**config.mk**
```make
export PLATFORM = sky130hd
export DESIGN_NAME = update_session_sequencer_flat
export DESIGN_NICKNAME = d
export VERILOG_FILES = /design/src/rtl/core/uss_pkg.sv /design/src/rtl/core/uss_in_if.sv /design/src/rtl/core/uss_out_if.sv /design/src/rtl/core/uss_front.sv /design/src/rtl/core/uss_back.sv /design/src/rtl/core/update_session_sequencer.sv /design/src/flat_wrapper.sv
export VERILOG_INCLUDE_DIRS = /design/src /design/src/rtl/core
export SDC_FILE = /design/constraint.sdc
export NUM_CORES = 1
export LEC_CHECK = 0
export BUFFER_PORTS_ARGS = -buffer_cell sky130_fd_sc_hd__buf_2
export CAP_MARGIN = 20
export CORE_MARGIN = 5
export CORE_UTILIZATION = 55
export DETAILED_ROUTE_END_ITERATION = 12
export PLACE_DENSITY = 0.74
export SYNTH_ARGS = -nofsm -noshare
export SYNTH_HDL_FRONTEND = slang
export SYNTH_SLANG_ARGS = --single-unit
```
**constraint.sdc**
```tcl
create_clock -name clk -period 9.45 [get_ports clk]
set_input_delay 1.89 -clock clk [delete_from_list [all_inputs] [get_ports clk]]
set_output_delay 1.89 -clock clk [all_outputs]
set_load 0.1 [all_outputs]
```
**src/rtl/core/assert_macros.svh**
```systemverilog
// Assertion macros for the RTL modules.
`ifndef ASSERT_MACROS_SVH
`define ASSERT_MACROS_SVH
`ifndef SYNTHESIS
`define ASSERT_IMPL(label, clk, rst, prop) \
  label: assert property (@(posedge clk) disable iff (rst) (prop)) else $error("assertion failed");
`define ASSERT_CLK(label, clk, prop) \
  label: assert property (@(posedge clk) (prop)) else $error("assertion failed");
`else
`define ASSERT_IMPL(label, clk, rst, prop)
`define ASSERT_CLK(label, clk, prop)
`endif
`endif

```
**src/rtl/core/uss_pkg.sv**
```systemverilog
// Types and constants of the update session sequencer.
package uss_pkg;
  localparam logic [7:0]  CodeAck = 8'h01;
  localparam logic [7:0]  CodeErr = 8'hFF;
  localparam logic [7:0]  CodeNone = 8'h00;
  localparam logic [7:0]  CheckSeed = 8'hAD;
  localparam logic [31:0] ErrCheck = 32'd20000;
  localparam logic [31:0] ErrSize = 32'd31000;
  localparam logic [31:0] ErrOpen = 32'd31001;
  localparam logic [31:0] ErrWrite = 32'd31002;
  localparam logic [31:0] ErrCommit = 32'd31003;
  localparam logic [31:0] ErrEnd = 32'd31004;
  localparam logic [31:0] StepCodeBase = 32'd30000;
  localparam logic [23:0] BlockLast = 24'hFFFFFF;
  localparam logic [7:0]  FileAll = 8'hFF;
  localparam logic [7:0]  FileLimit = 8'h80;
  localparam logic [1:0]  ActNone = 2'd0;
  localparam logic [1:0]  ActOpen = 2'd1;
  localparam logic [1:0]  ActAppend = 2'd2;
  localparam logic [1:0]  ActCommit = 2'd3;

  typedef enum logic [2:0] {
    KindSessStart, KindFileStart, KindData, KindFileEnd,
    KindSessEnd, KindCancel, KindNone, KindBadLen
  } kind_t;

  typedef struct packed {
    logic bad_check;
    kind_t kind;
    logic [31:0] block_word;
    logic [15:0] block_length;
    logic [31:0] first_count;
    logic [31:0] second_count;
    logic store_ok;
  } cmd_t;

  typedef struct packed {
    logic [7:0] reply_code;
    logic [31:0] reply_data;
    logic [7:0] reply_check;
    logic [1:0] store_action;
    logic reboot_request;
  } res_t;
endpackage

```
**src/rtl/core/uss_in_if.sv**
```systemverilog
// Input channel interface of the update session sequencer.
interface uss_in_if;
  logic valid;
  logic ready;
  logic header_match;
  logic length_ok;
  logic [7:0] calc_xor;
  logic [7:0] check_byte;
  logic [31:0] block_word;
  logic [15:0] block_length;
  logic [31:0] first_count;
  logic [31:0] second_count;
  logic store_ok;
  modport source(output valid, header_match, length_ok, calc_xor, check_byte, block_word,
    block_length, first_count, second_count, store_ok, input ready);
  modport sink(input valid, header_match, length_ok, calc_xor, check_byte, block_word,
    block_length, first_count, second_count, store_ok, output ready);
endinterface

```
**src/rtl/core/uss_out_if.sv**
```systemverilog
// Output channel interface of the update session sequencer.
interface uss_out_if;
  logic valid;
  logic ready;
  logic [7:0] reply_code;
  logic [31:0] reply_data;
  logic [7:0] reply_check;
  logic [1:0] store_action;
  logic reboot_request;
  modport source(output valid, reply_code, reply_data, reply_check, store_action,
    reboot_request, input ready);
  modport sink(input valid, reply_code, reply_data, reply_check, store_action,
    reboot_request, output ready);
endinterface

```
**src/rtl/core/uss_front.sv**
```systemverilog
// Front end: filters headers and classifies each packet into a command.
module uss_front
  import uss_pkg::*;
(
  input  logic clk,
  input  logic rst,
  uss_in_if.sink in,
  output logic cmd_valid,
  output cmd_t cmd,
  input  logic cmd_ready
);
  logic [23:0] blk;
  logic [7:0] fno;
  logic zlen;
  kind_t kind;

  assign in.ready = !cmd_valid || cmd_ready;
  assign blk = in.block_word[23:0];
  assign fno = in.block_word[31:24];
  assign zlen = (in.block_length == 16'd0);

  always_comb begin
    if (!in.length_ok) kind = KindBadLen;
    else if (blk == 24'd0 && fno == 8'd0) kind = KindSessStart;
    else if (blk == 24'd0 && fno < FileLimit) kind = KindFileStart;
    else if (blk != 24'd0 && fno != 8'd0 && !zlen) kind = KindData;
    else if (blk == BlockLast && fno != FileAll && fno != 8'd0 && zlen) kind = KindFileEnd;
    else if (blk == BlockLast && fno == FileAll && zlen) kind = KindSessEnd;
    else if (blk == 24'd0 && fno == FileAll && zlen) kind = KindCancel;
    else kind = KindNone;
  end

  always_ff @(posedge clk) begin
    if (rst) begin
      cmd_valid <= 1'b0;
    end else if (in.ready) begin
      cmd_valid <= in.valid && in.header_match;
    end
    if (in.ready && in.valid) begin
      cmd.bad_check <= in.calc_xor != in.check_byte;
      cmd.kind <= kind;
      cmd.block_word <= in.block_word;
      cmd.block_length <= in.block_length;
      cmd.first_count <= in.first_count;
      cmd.second_count <= in.second_count;
      cmd.store_ok <= in.store_ok;
    end
  end
endmodule

```
**src/rtl/core/uss_back.sv**
```systemverilog
// Back end: session state, checks and reply formation.
module uss_back
  import uss_pkg::*;
(
  input  logic clk,
  input  logic rst,
  input  logic cmd_valid,
  input  cmd_t cmd,
  output logic cmd_ready,
  uss_out_if.source out
);
`include "assert_macros.svh"
  typedef enum logic [2:0] {
    StIdle, StSession, StFileStart, StReceive, StFileEnd
  } state_t;

  state_t state, state_next;
  logic [31:0] total_files, total_bytes, expected_blocks, received_blocks;
  logic [31:0] expected_bytes, received_bytes, files_done, session_bytes;
  logic [7:0] file_index;
  logic [23:0] last_block;
  logic [31:0] total_files_next, total_bytes_next, expected_blocks_next;
  logic [31:0] received_blocks_next, expected_bytes_next, received_bytes_next;
  logic [31:0] files_done_next, session_bytes_next;
  logic [7:0] file_index_next;
  logic [23:0] last_block_next;
  logic [7:0] code;
  logic [31:0] data;
  logic [1:0] act;
  logic reboot;
  logic [23:0] blk, want;
  logic [7:0] fno;
  logic take;

  assign cmd_ready = !out.valid || out.ready;
  assign take = cmd_valid && cmd_ready;
  assign blk = cmd.block_word[23:0];
  assign fno = cmd.block_word[31:24];
  assign want = (state == StFileStart) ? 24'd1 : last_block + 24'd1;

  always_comb begin
    state_next = state;
    total_files_next = total_files;
    total_bytes_next = total_bytes;
    expected_blocks_next = expected_blocks;
    received_blocks_next = received_blocks;
    expected_bytes_next = expected_bytes;
    received_bytes_next = received_bytes;
    files_done_next = files_done;
    session_bytes_next = session_bytes;
    file_index_next = file_index;
    last_block_next = last_block;
    code = CodeAck;
    data = cmd.block_word;
    act = ActNone;
    reboot = 1'b0;
    if (cmd.kind == KindBadLen) begin
      code = CodeErr; data = ErrSize;
    end else if (cmd.bad_check) begin
      code = CodeErr; data = ErrCheck;
    end else begin
      unique case (cmd.kind)
        KindSessStart: begin
          if (state == StIdle) begin
            total_files_next = cmd.first_count;
            total_bytes_next = cmd.second_count;
            state_next = StSession;
          end
        end
        KindFileStart: begin
          if (state == StSession && fno != 8'd1) begin
            code = CodeErr; data = StepCodeBase + 32'd1;
          end else if (state == StFileEnd && fno != file_index + 8'd1) begin
            code = CodeErr; data = {file_index, 24'd0};
          end else if (state == StSession || state == StFileEnd) begin
            file_index_next = fno;
            expected_bytes_next = cmd.first_count;
            expected_blocks_next = cmd.second_count;
            act = ActOpen;
            if (cmd.store_ok) state_next = StFileStart;
            else begin
              code = CodeErr; data = ErrOpen;
            end
          end
        end
        KindData: begin
          if (state == StFileStart || state == StReceive) begin
            if (fno == file_index && blk == want) begin
              act = ActAppend;
              if (cmd.store_ok) begin
                received_bytes_next = received_bytes + {16'd0, cmd.block_length};
                received_blocks_next = received_blocks + 32'd1;
                last_block_next = blk;
                state_next = StReceive;
              end else begin
                code = CodeErr; data = ErrWrite;
              end
            end else begin
              code = CodeErr;
              data = {file_index, (state == StReceive) ? last_block : 24'd0};
            end
          end
        end
        KindFileEnd: begin
          if (state == StReceive) begin
            if (fno == file_index && received_blocks == expected_blocks &&
                received_bytes == expected_bytes) begin
              act = ActCommit;
              if (cmd.store_ok) begin
                files_done_next = files_done + 32'd1;
                session_bytes_next = session_bytes + received_bytes;
                received_bytes_next = 32'd0;
                received_blocks_next = 32'd0;
                state_next = StFileEnd;
              end else begin
                code = CodeErr; data = ErrCommit;
              end
            end else begin
              code = CodeErr; data = {file_index, last_block};
            end
          end
        end
        KindSessEnd: begin
          if (state == StFileEnd) begin
            if (files_done == total_files && session_bytes == total_bytes) reboot = 1'b1;
            else begin
              code = CodeErr; data = ErrEnd;
            end
          end
        end
        KindCancel: reboot = 1'b1;
        KindNone: begin
          code = CodeNone; data = 32'd0;
        end
        default: begin
          code = CodeErr; data = ErrSize;
        end
      endcase
    end
  end

  always_ff @(posedge clk) begin
    if (rst) begin
      state <= StIdle;
      total_files <= 32'd0;
      total_bytes <= 32'd0;
      expected_blocks <= 32'd0;
      received_blocks <= 32'd0;
      expected_bytes <= 32'd0;
      received_bytes <= 32'd0;
      files_done <= 32'd0;
      session_bytes <= 32'd0;
      file_index <= 8'd1;
      last_block <= 24'd1;
      out.valid <= 1'b0;
    end else begin
      if (cmd_ready) out.valid <= cmd_valid;
      if (take) begin
        state <= state_next;
        total_files <= total_files_next;
        total_bytes <= total_bytes_next;
        expected_blocks <= expected_blocks_next;
        received_blocks <= received_blocks_next;
        expected_bytes <= expected_bytes_next;
        received_bytes <= received_bytes_next;
        files_done <= files_done_next;
        session_bytes <= session_bytes_next;
        file_index <= file_index_next;
        last_block <= last_block_next;
      end
    end
    if (take) begin
      out.reply_code <= code;
      out.reply_data <= data;
      out.reply_check <= CheckSeed ^ code ^ data[7:0] ^ data[15:8] ^ data[23:16] ^ data[31:24];
      out.store_action <= act;
      out.reboot_request <= reboot;
    end
  end

  `ASSERT_IMPL(a_hold, clk, rst, out.valid && !out.ready |=> out.valid && $stable(out.reply_data))
  `ASSERT_IMPL(a_reboot_ack, clk, rst, out.valid && out.reboot_request |-> out.reply_code == CodeAck)
  `ASSERT_IMPL(a_recv_file, clk, rst, state == StReceive |-> file_index != 8'd0)
endmodule

```
**src/rtl/core/update_session_sequencer.sv**
```systemverilog
// Top level of the update session sequencer.
// Takes one digested update packet header per beat and returns at most one
// reply beat. It sustains one beat per cycle while the reply side is ready,
// because every session check and counter update is a combinational compare
// or add. An input beat is held first in the front register and then in the
// reply register; stalls on the reply side hold it longer. Packets with a
// mismatched header give no reply. The front stage classifies packets, and
// its register is the one-entry queue to the back stage.
module update_session_sequencer
  import uss_pkg::*;
(
  input  logic clk,
  input  logic rst,
  uss_in_if.sink in,
  uss_out_if.source out
);
  logic cmd_valid, cmd_ready;
  cmd_t cmd;

  uss_front u_front (.clk, .rst, .in, .cmd_valid, .cmd, .cmd_ready);
  uss_back u_back (.clk, .rst, .cmd_valid, .cmd, .cmd_ready, .out);
endmodule
```
**src/flat_wrapper.sv**
```systemverilog
// flat-port wrapper written by rule: the top's interface ports become plain ports
module update_session_sequencer_flat import uss_pkg::*;
  (clk, rst, in_valid, in_header_match, in_length_ok, in_calc_xor, in_check_byte, in_block_word, in_block_length, in_first_count, in_second_count, in_store_ok, in_ready, out_valid, out_reply_code, out_reply_data, out_reply_check, out_store_action, out_reboot_request, out_ready);
  uss_in_if in_i ();
  uss_out_if out_i ();
  input  logic clk;
  input  logic rst;
  input wire logic [$bits(in_i.valid)-1:0] in_valid;
  input wire logic [$bits(in_i.header_match)-1:0] in_header_match;
  input wire logic [$bits(in_i.length_ok)-1:0] in_length_ok;
  input wire logic [$bits(in_i.calc_xor)-1:0] in_calc_xor;
  input wire logic [$bits(in_i.check_byte)-1:0] in_check_byte;
  input wire logic [$bits(in_i.block_word)-1:0] in_block_word;
  input wire logic [$bits(in_i.block_length)-1:0] in_block_length;
  input wire logic [$bits(in_i.first_count)-1:0] in_first_count;
  input wire logic [$bits(in_i.second_count)-1:0] in_second_count;
  input wire logic [$bits(in_i.store_ok)-1:0] in_store_ok;
  output wire logic [$bits(in_i.ready)-1:0] in_ready;
  output wire logic [$bits(out_i.valid)-1:0] out_valid;
  output wire logic [$bits(out_i.reply_code)-1:0] out_reply_code;
  output wire logic [$bits(out_i.reply_data)-1:0] out_reply_data;
  output wire logic [$bits(out_i.reply_check)-1:0] out_reply_check;
  output wire logic [$bits(out_i.store_action)-1:0] out_store_action;
  output wire logic [$bits(out_i.reboot_request)-1:0] out_reboot_request;
  input wire logic [$bits(out_i.ready)-1:0] out_ready;
  assign in_i.valid = in_valid;
  assign in_i.header_match = in_header_match;
  assign in_i.length_ok = in_length_ok;
  assign in_i.calc_xor = in_calc_xor;
  assign in_i.check_byte = in_check_byte;
  assign in_i.block_word = in_block_word;
  assign in_i.block_length = in_block_length;
  assign in_i.first_count = in_first_count;
  assign in_i.second_count = in_second_count;
  assign in_i.store_ok = in_store_ok;
  assign in_ready = in_i.ready;
  assign out_valid = out_i.valid;
  assign out_reply_code = out_i.reply_code;
  assign out_reply_data = out_i.reply_data;
  assign out_reply_check = out_i.reply_check;
  assign out_store_action = out_i.store_action;
  assign out_reboot_request = out_i.reboot_request;
  assign out_i.ready = out_ready;
  update_session_sequencer u_core (.clk(clk), .rst(rst), .in(in_i), .out(out_i));
endmodule
```
---- Yosys cells after proc, flatten, opt, wreduce, memory -nomap -nowiden ----
Cells that the tools add are included.
storage, ports and cells
  flip-flop bits (word level) ............. 461
  bits of input ports ..................... 135
  output and inout port bits .............. 53
  word-level logic and storage cells ...... 189
operators by class
  $add $sub $neg .......................... 6
  magnitude comparators ................... 1
  equality and inequality tests ........... 34
  muxes and demuxes ....................... 70
  bitwise operators ....................... 9
  reductions and logical operators ........ 44
operators with widths
  cell                   number
  $mux 32                23
  $pmux 32 s6            1
  $eq 32x32->1           4
  $pmux 32 s2            2
  $mux 8                 12
  $add 32x1->32 const B  2
  $mux 24                2
  $pmux 8 s6             1
  $mux 3                 15
  $add 32x16->32         1
  $add 32x32->32         1
  $xor 8x8->8            4
  $add 24x1->24 const B  1
  $eq 24x24->1           1
  $eq 24x24->1 const B   1
  $logic_not 24->1       1
  $reduce_bool 24->1     1
  $reduce_and 7->1       3
  $logic_and 1x1->1      20
  $logic_not 16->1       1
  $ne 2x2->1 const B     8
  $ne 8x8->1             2
  $eq 3x3->1 const B     5
  $reduce_and 15->1      1
  26 further kinds       51

---- Depth between registers and ports, before layout ----
Gate-level depths: netlist of the first run.
  depth after elaboration ................. 14
  mapped depth ............................ 17
  depth with buffers taken out ............ 15

---- By module ----
Synthesis of the first run repeated with hierarchy kept, for this count alone.
second synthesis, totals
  cells, all modules ...................... 2,595
  area total of the unflattened synthesis .. 23,353.6 um^2
modules (own cells, without submodules)
  module     times used  cells each  area an instance (um^2)
  uss_back   1           2,422       19,466.2
  uss_front  1           173         3,887.5

---- Worst setup path before layout of the first run ----
No wires, ideal clock.
  kind .................................... input -> register
  from .................................... in out_ready
  to ...................................... reg u_core.u_front.cmd[0] (netlist name)
  arrival ................................. 5,433 ps
  setup slack ............................. 3,528 ps
  stages on the path ...................... 3
  path through ............................ nor2b_1 nand2_1 and2_1
on the way
  longest elaborated chain between the ends .. 3
ends and longest elaborated chain
  what                line                text
  start: declaration  flat_wrapper.sv:25  input wire logic [$bits(out_i.ready)-1:0] out_ready;
  $logic_or 1x1->1    uss_back.sv:35      assign cmd_ready = !out.valid || out.ready;
  $logic_or 1x1->1    uss_front.sv:17     assign in.ready = !cmd_valid || cmd_ready;
  named net in_ready  flat_wrapper.sv:18  output wire logic [$bits(in_i.ready)-1:0] in_ready;
  $logic_and 1x1->1   uss_front.sv:39     if (in.ready && in.valid) begin
The timed path passes the listed nets, and every way through them passes these cells.
A chain may end at the register's enable or synchronous reset.

---- Worst setup path after layout of the first run ----
  from .................................... reg u_core.u_back.state[0]
  to ...................................... reg u_core.u_back.received_blocks[30]
on the way
  longest elaborated chain between the ends .. 6
ends and longest elaborated chain
  what                             line                            text
  start: declaration               uss_back.sv:17                  state_t state, state_next;
  start signal: assignment         uss_back.sv:144                 state <= StIdle;
  start signal: assignment         uss_back.sv:159                 state <= state_next;
  $eq 3x2->1                       uss_back.sv:39, uss_back.sv:87
  $mux 24                          uss_back.sv:39                  assign want = (state == StFileStart) ? 24'd1 : last_block + 24'd1;
  $eq 24x24->1                     uss_back.sv:88                  if (fno == file_index && blk == want) begin
  $logic_and 1x1->1                uss_back.sv:88
  $ne 2x2->1 (no line)             --
  $reduce_and 10->1 (no line) (*)  --
  end signal: assignment           uss_back.sv:163                 received_blocks <= received_blocks_next;
  end: declaration                 uss_back.sv:18                  logic [31:0] total_files, total_bytes, expected_blocks, received_blocks;
Every way passes the cells marked *; elsewhere a longest branch is shown, timed or not.

==> summary.txt, run 1 <==
Global routing
  – Grt ovf: 0
  – Largest net degree at the start of global routing: 126
  – Number of global-route vias before repair: 19.3k
  – Total GRT Usage: 30.1%
  – Initial antenna violation count: 0
  – Global-route wire length before repair: 111000 µm

Critical path
  – CP Capture Type: flop
  – CP max FO: 26
  – Crit start category: flop
  – Critical path class: flop to flop
  – Crit path arrival time: 5.78 ns
  – WP data required: 9.97 ns

Cells and area
  – # nets final: 2914
  – Final Core Density: 62.2%
  – Share of layout cells above drive strength 1: 11.3%
  – Final non-filler cell total: 3304
  – Antenna fix cells: 0
  – Commonest non-fill, non-tap cell in the layout: nand2_1
  – Most frequent cells in the layout: 483 x nand2_1, 293 x dfxtp_1, 267 x a21oi_1, 205 x nor2_1, 186 x buf_2
  – Area Overhead vs Synth: 12.1%
  – Finished Cell Area: 26100 µm²

Placed design
  – Placed insts: 3216
  – Port bufs: 187
  – Dpl hpwl: 53400 µm
  – GPL Wtd Cong: 0.997
  – Dpl cell area: 24500 µm²
  – Post-place setup slack: 4.27 ns

Die
  – Die Span X: 216 µm
  – Total core area: 41900 µm²
  – Num rows: 75
  – Starting Density: 55.5%
  – I/O pin cnt: 188
  – Die ar.: 46500 µm²
  – DIE HEIGHT: 216 µm

Synth
  – Synth cell types: 88
  – Synth Net Count: 2796
  – Syn Inst Count: 2608
  – Yosys warnings: 0
  – Post-synthesis sequential area ratio: 46.1%
  – Post-synth EDFFs: 162
  – Syn_area_per_cell: 8.93 µm²
  – #FFs+latches synth: 455
  – Mapped cell area: 23300 µm²
  – Async S/R FF share, synth: 0%
  – Ys flop type: dfxtp_1

Clock tree
  – H-Tree Depth: 2
  – Clock Latency Late Sink: 0.60 ns
  – Hold_buf cts: 0
  – Clk root buf: clkbuf_16
  – Post-CTS repair timing setup buffer count: 0
  – TritonCTS clock tree: built
  – CTS max path bufs: 3
  – Clock-pin slew on the worst setup and hold paths: 0.06 ns
  – Clock net sink count: 455
  – Post-cts sizing count: 0
  – CTS buffer count: 47

Hold path
  – Worst Hold Class: flop to flop

Detailed routing
  – Routed vias: 20.0k
  – Post-DR wirelength/cell: 21.9 µm
  – Final wirelength: 72400 µm
  – Residual DRC: 0
  – 1st-iter DRT viols: 2028
  – DR vias/cell: 6.06
  – Final antenna-violating net count: 0
  – Pre-antenna DRT Iters: 5

STA
  – RSZ-0062 raised after global routing: false
  – Fin crit period: 5.26 ns
  – Setup WS post-layout: 4.19 ns
  – Setup TNS: 0 ns
  – Hold Fails Final Rpt: 0
  – Least-Margin Pin Slew: 1.02 ns
  – Slew headroom: 30.1%
  – Clock Skews: 0.0294 ns
  – Slew Limit Fails: 0
  – Final Hold Slack: 0.465 ns
  – Final setup violation count: 0
  – Final Cycle Share: 55.6%
  – Highest Clock Rate: 190 MHz

Outcome
  – Status: complete, no violations

Power and ir drop
  – Cell Pwr Density: 162 nW/µm²
  – Peak supply drop: 0.145 mV
  – Leakage: 10.2 nW
  – Tot Pwr: 4.24 mW

Run
  – Max-cap violations: 0
sequential cells by signal, summed over array words and instances (netlist names), 32 cells and up:
signal                         flops
u_core.u_back.total_files         32
u_core.u_front.cmd               117
u_core.u_back.out.reply_data      32
u_core.u_back.total_bytes         32
u_core.u_back.received_blocks     32
u_core.u_back.received_bytes      32
u_core.u_back.expected_blocks     32
u_core.u_back.files_done          32
u_core.u_back.session_bytes       32
u_core.u_back.expected_bytes      32
critical path: stages, from the launching register on:
cell,delay [ns]
dfxtp_1,0.69
or3b_1,0.77
o21ai_0,0.22
a211oi_1,0.28
o2111ai_1,0.14
nor4b_1,0.61
nand4_4,0.33
o21ai_4,0.36
nand4_4,0.42
or4_1,0.80
or3_1,0.39
a21oi_1,0.15
layer usage:
metal	vias to the layer above	track usage, %	wire length [µm]
met4	0	17.2	4700
met1	9594	36.2	28000
met5	-	0	0
met2	758	52.3	35800
li1	9467	-	-
met3	204	3.69	3950
kinds of logic after synthesis:
family / Yosys count / share of synthesized area, %
buf+inv: 189 / 3.29
xor+xnor: 274 / 10.7
fa+ha+maj: 53 / 2.91
compound gates: 560 / 14.8
simple gates: 1065 / 21.7
flops: 455 / 46.1
mux: 12 / 0.521
area by class of cell:
type                       count  area, µm²
multi-input combinational   1964      11800
timing repair buffer         207       1090
tap                          539        674
clock inverter                27        315
clock buffer                  61       1290
sequential                   455      10700
fill                        3568      15800
inverter                      51        191
cells in the mapped netlist, types with 7 or more instances:
master | number | share of area [%]
and3_1 | 33 | 0.89
inv_1 | 50 | 0.81
nand3_1 | 50 | 1.1
dfxtp_1 | 293 | 25
and2_1 | 13 | 0.35
a22oi_1 | 26 | 0.84
nor2_1 | 205 | 3.3
nand3b_1 | 9 | 0.29
o21a_1 | 13 | 0.42
o31ai_1 | 11 | 0.35
nand2_1 | 483 | 7.8
o21ai_0 | 86 | 1.8
nor4_1 | 55 | 1.5
nand2b_1 | 25 | 0.67
or3_1 | 31 | 0.83
or4_1 | 12 | 0.39
a21oi_1 | 267 | 5.7
nor3_1 | 35 | 0.75
buf_2 | 22 | 0.47
xnor2_1 | 106 | 4.0
nor2b_1 | 16 | 0.43
xor2_1 | 162 | 6.1
and4_1 | 14 | 0.53
o211ai_1 | 17 | 0.55
clkbuf_1 | 98 | 1.6
buf_1 | 10 | 0.16
edfxtp_1 | 162 | 21
a211oi_1 | 22 | 0.71
ha_1 | 51 | 2.7
buf_4 | 8 | 0.26
a21o_1 | 20 | 0.64
a2111oi_0 | 7 | 0.26
mux2i_1 | 11 | 0.47
nand4_1 | 46 | 1.2
a31oi_1 | 11 | 0.30
worst paths after layout:
| kind | depth (start not counted) | from | end | slack (ns) |
|---|---|---|---|---|
| worst max-delay path | 11 | u_core.u_back.state[0] | u_core.u_back.received_blocks[30] | 4.19 |
| worst min-delay path | 2 | u_core.u_back.total_files[10] | u_core.u_back.total_files[10] | 0.46 |
| worst max register to register | 11 | u_core.u_back.state[0] | u_core.u_back.received_blocks[30] | 4.19 |
| worst min register to register | 2 | u_core.u_back.total_files[10] | u_core.u_back.total_files[10] | 0.46 |
power by group:
part           switching [mW]  total, mW  internal (mW)
combinational           0.145      0.213         0.0679
clock                   0.809       1.92           1.11
sequential             0.0398       2.11           2.07
Power figures use the tool's default switching activity.
==> run 2, diff against run 1 <==
--- a/config.mk
+++ b/config.mk
@@ -6,12 +6,13 @@
 export SDC_FILE = /design/constraint.sdc
 export NUM_CORES = 1
 export LEC_CHECK = 0
+export ABC_AREA = 1
 export BUFFER_PORTS_ARGS = -buffer_cell sky130_fd_sc_hd__buf_2
 export CAP_MARGIN = 20
 export CORE_MARGIN = 5
 export CORE_UTILIZATION = 55
 export DETAILED_ROUTE_END_ITERATION = 12
-export PLACE_DENSITY = 0.74
+export PLACE_DENSITY = 0.77
 export SYNTH_ARGS = -nofsm -noshare
 export SYNTH_HDL_FRONTEND = slang
 export SYNTH_SLANG_ARGS = --single-unit
==> constraint.sdc (replaced) <==
create_clock -name clk -period 4.35 [get_ports clk]
set_input_delay 0.87 -clock clk [delete_from_list [all_inputs] [get_ports clk]]
set_output_delay 0.87 -clock clk [all_outputs]
set_load 0.1 [all_outputs]
==> summary.txt, run 2 <==
Synth
  – Post-Synth XOR/XNOR Area: 6.02%
  – Syn_area_per_cell: 7.39 µm²
  – Largest family of logic cells by synthesized area: simple AND/OR/NAND/NOR gates
  – Post-synthesis adder-cell area fraction: 2.66%
  – Post-synthesis sequential area ratio: 42.1%
  – Async S/R FF share, synth: 0%
  – Compound-Gate Fraction of Synth Area: 15.0%
  – Synth top cells by count: 715 x nand2_1, 382 x nor2_1, 374 x inv_1
  – Largest area contributor in the netlist: dfxtp_1
  – Simple-gate share of the synthesized area: 26.2%
  – Synth Net Count: 3638
  – #FFs+latches synth: 455
  – Syn Inst Count: 3450
  – Ys flop type: dfxtp_1
  – Multiplexer share of the synthesized area: 0%
  – Most common cell in the synthesized netlist: nand2_1
  – Mapped cell area: 25500 µm²
  – Post-synth EDFFs: 162
  – Synth cell types: 55
  – Synth area leaders: dfxtp_1 23%, edfxtp_1 19%, nand2_1 11%
  – Yosys warnings: 0
  – Synth top area share: 23.0%

Cells and area
  – Share of layout cells above drive strength 1: 10.2%
  – Commonest non-fill, non-tap cell in the layout: nand2_1
  – Biggest register: u_core.u_front.cmd
  – # nets final: 3782
  – Max FFs per register: 117
  – Area Overhead vs Synth: 12.2%
  – Most frequent cells in the layout: 715 x nand2_1, 381 x nor2_1, 370 x inv_1, 335 x a21oi_1, 293 x dfxtp_1
  – Finished Cell Area: 28600 µm²

Outcome
  – Status: complete, no violations

Critical path
  – Crit-path max cell delay: 0.47 ns
  – Critical path buffers and inverters: 2
  – CP max-delay cell: dfxtp_1
  – Critical path class: flop to flop
  – Crit start category: flop
  – Critical Path Source: u_core.u_back.last_block[0]
  – CP max FO: 13
  – Reg-to-Reg End: u_core.u_back.received_blocks[11]
  – CP Capture Type: flop
  – FF-to-FF Start: u_core.u_back.last_block[0]
  – Crit path arrival time: 4.35 ns
  – Critical-path cell list: ha_1 > nand2_2 > nor2_4 > nand3_1 > nand2_1 > nand3_1 > nand2_1 > nand2_1 > clkinv_1 > nand2_1 > nor2_1 > nand2_1 > nor2_4 > nand2_4 > nand2_4 > nand3_4 > inv_2 > nand2_2 > nor3_4 > nand2_2 > nor2_1 > o21ai_0 > nor2_1
  – Most used cell, CP: nand2_1
  – WP data required: 4.86 ns
  – Path depth of the worst reg2reg path: 23
  – R2r setup slk: 0.51 ns
  – Family with the most delay on the worst path: simple AND/OR/NAND/NOR gates

STA
  – Fin crit period: 3.84 ns
  – Final setup violation count: 0
  – RSZ-0062 raised after global routing: false
  – Final Cycle Share: 88.4%
  – Clock Skews: 0.0384 ns
  – Slew headroom: 32.2%
  – Hold Fails Final Rpt: 0
  – Setup TNS: 0 ns
  – Slew Limit Fails: 0
  – Least-Margin Pin Slew: 1.02 ns
  – Highest Clock Rate: 260 MHz

Die
  – Die ar.: 50700 µm²
  – Starting Density: 55.9%
  – DIE HEIGHT: 225 µm
  – Num rows: 78
  – Total core area: 45600 µm²
  – Die Span X: 225 µm
  – I/O pin cnt: 188

Clock tree
  – Hold_buf cts: 0
  – Clock net sink count: 455
  – Clk root buf: clkbuf_16
  – Clock-pin slew on the worst setup and hold paths: 0.07 ns
  – Post-cts sizing count: 0
  – TritonCTS clock tree: built
  – Post-CTS repair timing setup buffer count: 0
  – H-Tree Depth: 2
  – CTS buffer count: 47
  – CTS max path bufs: 3
  – Clock Latency Late Sink: 0.61 ns

Hold path
  – Hold Crit Depth: 1
  – Hold Path Sink: u_core.u_front.cmd[0]
  – Worst Hold Class: input pin to flop
  – Hold_sp: in_store_ok

Power and ir drop
  – Leakage: 11.6 nW
  – Cell Pwr Density: 326 nW/µm²
  – Peak supply drop: 0.318 mV

Global routing
  – Total GRT Usage: 30.1%
  – Initial antenna violation count: 2
  – Global-route wire length before repair: 123000 µm
  – Largest net degree at the start of global routing: 125
  – Number of global-route vias before repair: 22.5k
  – Grt ovf: 0

Detailed routing
  – Pre-antenna DRT Iters: 6
  – DR vias/cell: 5.70
  – Final wirelength: 78700 µm
  – 1st-iter DRT viols: 2644
  – Post-DR wirelength/cell: 18.6 µm
  – Residual DRC: 0
  – Routed vias: 24.1k
  – Final antenna-violating net count: 0

Placed design
  – Port bufs: 187
  – GPL Wtd Cong: 1.01
  – Dpl cell area: 27000 µm²
  – Dpl hpwl: 58400 µm

Run
  – Max-cap violations: 0
-- run 2: cell count changes after synthesis, moves of 59 or more --
cell,change
nand3_1,+114
inv_1,+324
xor2_1,-99
nor2_1,+177
a21oi_1,+68
nand4_1,+59
o21ai_0,+173
nand2_1,+232
-- run 2: metrics by stage --
step	setup slack, ns	hold WS [ns]	instances	total power [mW]	util (%)
after floorplan	0.175	0.444	3450	5.00	-
after global placement	0.678	0.456	4145	5.23	59.3
after detailed placement	0.603	0.469	4145	5.23	59.3
after CTS	0.583	0.422	4232	9.34	62.7
after global routing	0.172	0.431	4232	9.59	62.7
final	0.507	0.441	4233	9.31	62.7
-- run 2: layout make-up --
| cell class | instances | area (µm²) |
|---|---|---|
| well taps | 600 | 751 |
| fillers | 4037 | 17000 |
| diodes | 1 | 2.50 |
| multi-input cells | 2468 | 12700 |
| clock inverters | 27 | 233 |
| clock buffers | 60 | 1350 |
| inverters | 389 | 1470 |
| flip-flops and latches | 455 | 10700 |
| repair buffers | 233 | 1320 |
-- run 2: where the power goes --
group	internal [mW]	switching [mW]	leakage (nW)
Clock	2.38	1.77	0.772
Sequential	4.49	0.0685	3.93
Combinational	0.165	0.432	6.93
Total	7.04	2.27	11.6
-- run 2: kinds of logic (layout without fill, tap and decap cells) --
family,count (synthesis),count (layout)
flip-flops,455,455
AND/OR/NAND/NOR,1529,1529
buffers and inverters,527,709
AO/OA/AOI/OAI,711,711
adder cells (fa/ha/maj),53,53
other,0,1
XOR/XNOR,175,175
-- run 2: worst max path at each step --
| stage | end | slack, ns | cells after the start |
|---|---|---|---|
| after global routing | u_core.u_back.received_blocks[11] | 0.17 | 21 |
| after detailed placement | u_core.u_back.received_blocks[11] | 0.60 | 23 |
| after CTS | u_core.u_back.received_blocks[11] | 0.58 | 23 |
| final | u_core.u_back.received_blocks[11] | 0.51 | 23 |
| after floorplan | u_core.u_front.cmd[0] | 0.18 | 3 |
| after global placement | u_core.u_back.received_blocks[11] | 0.68 | 23 |
-- run 2: metal layers --
layer	GRT usage [%]	up-vias	share of wire, %
met5	0	-	0.010
met4	12.2	2	4.3
met3	5.52	201	8.7
met2	46.7	1070	44
met1	41.9	11010	43
li1	-	11847	-
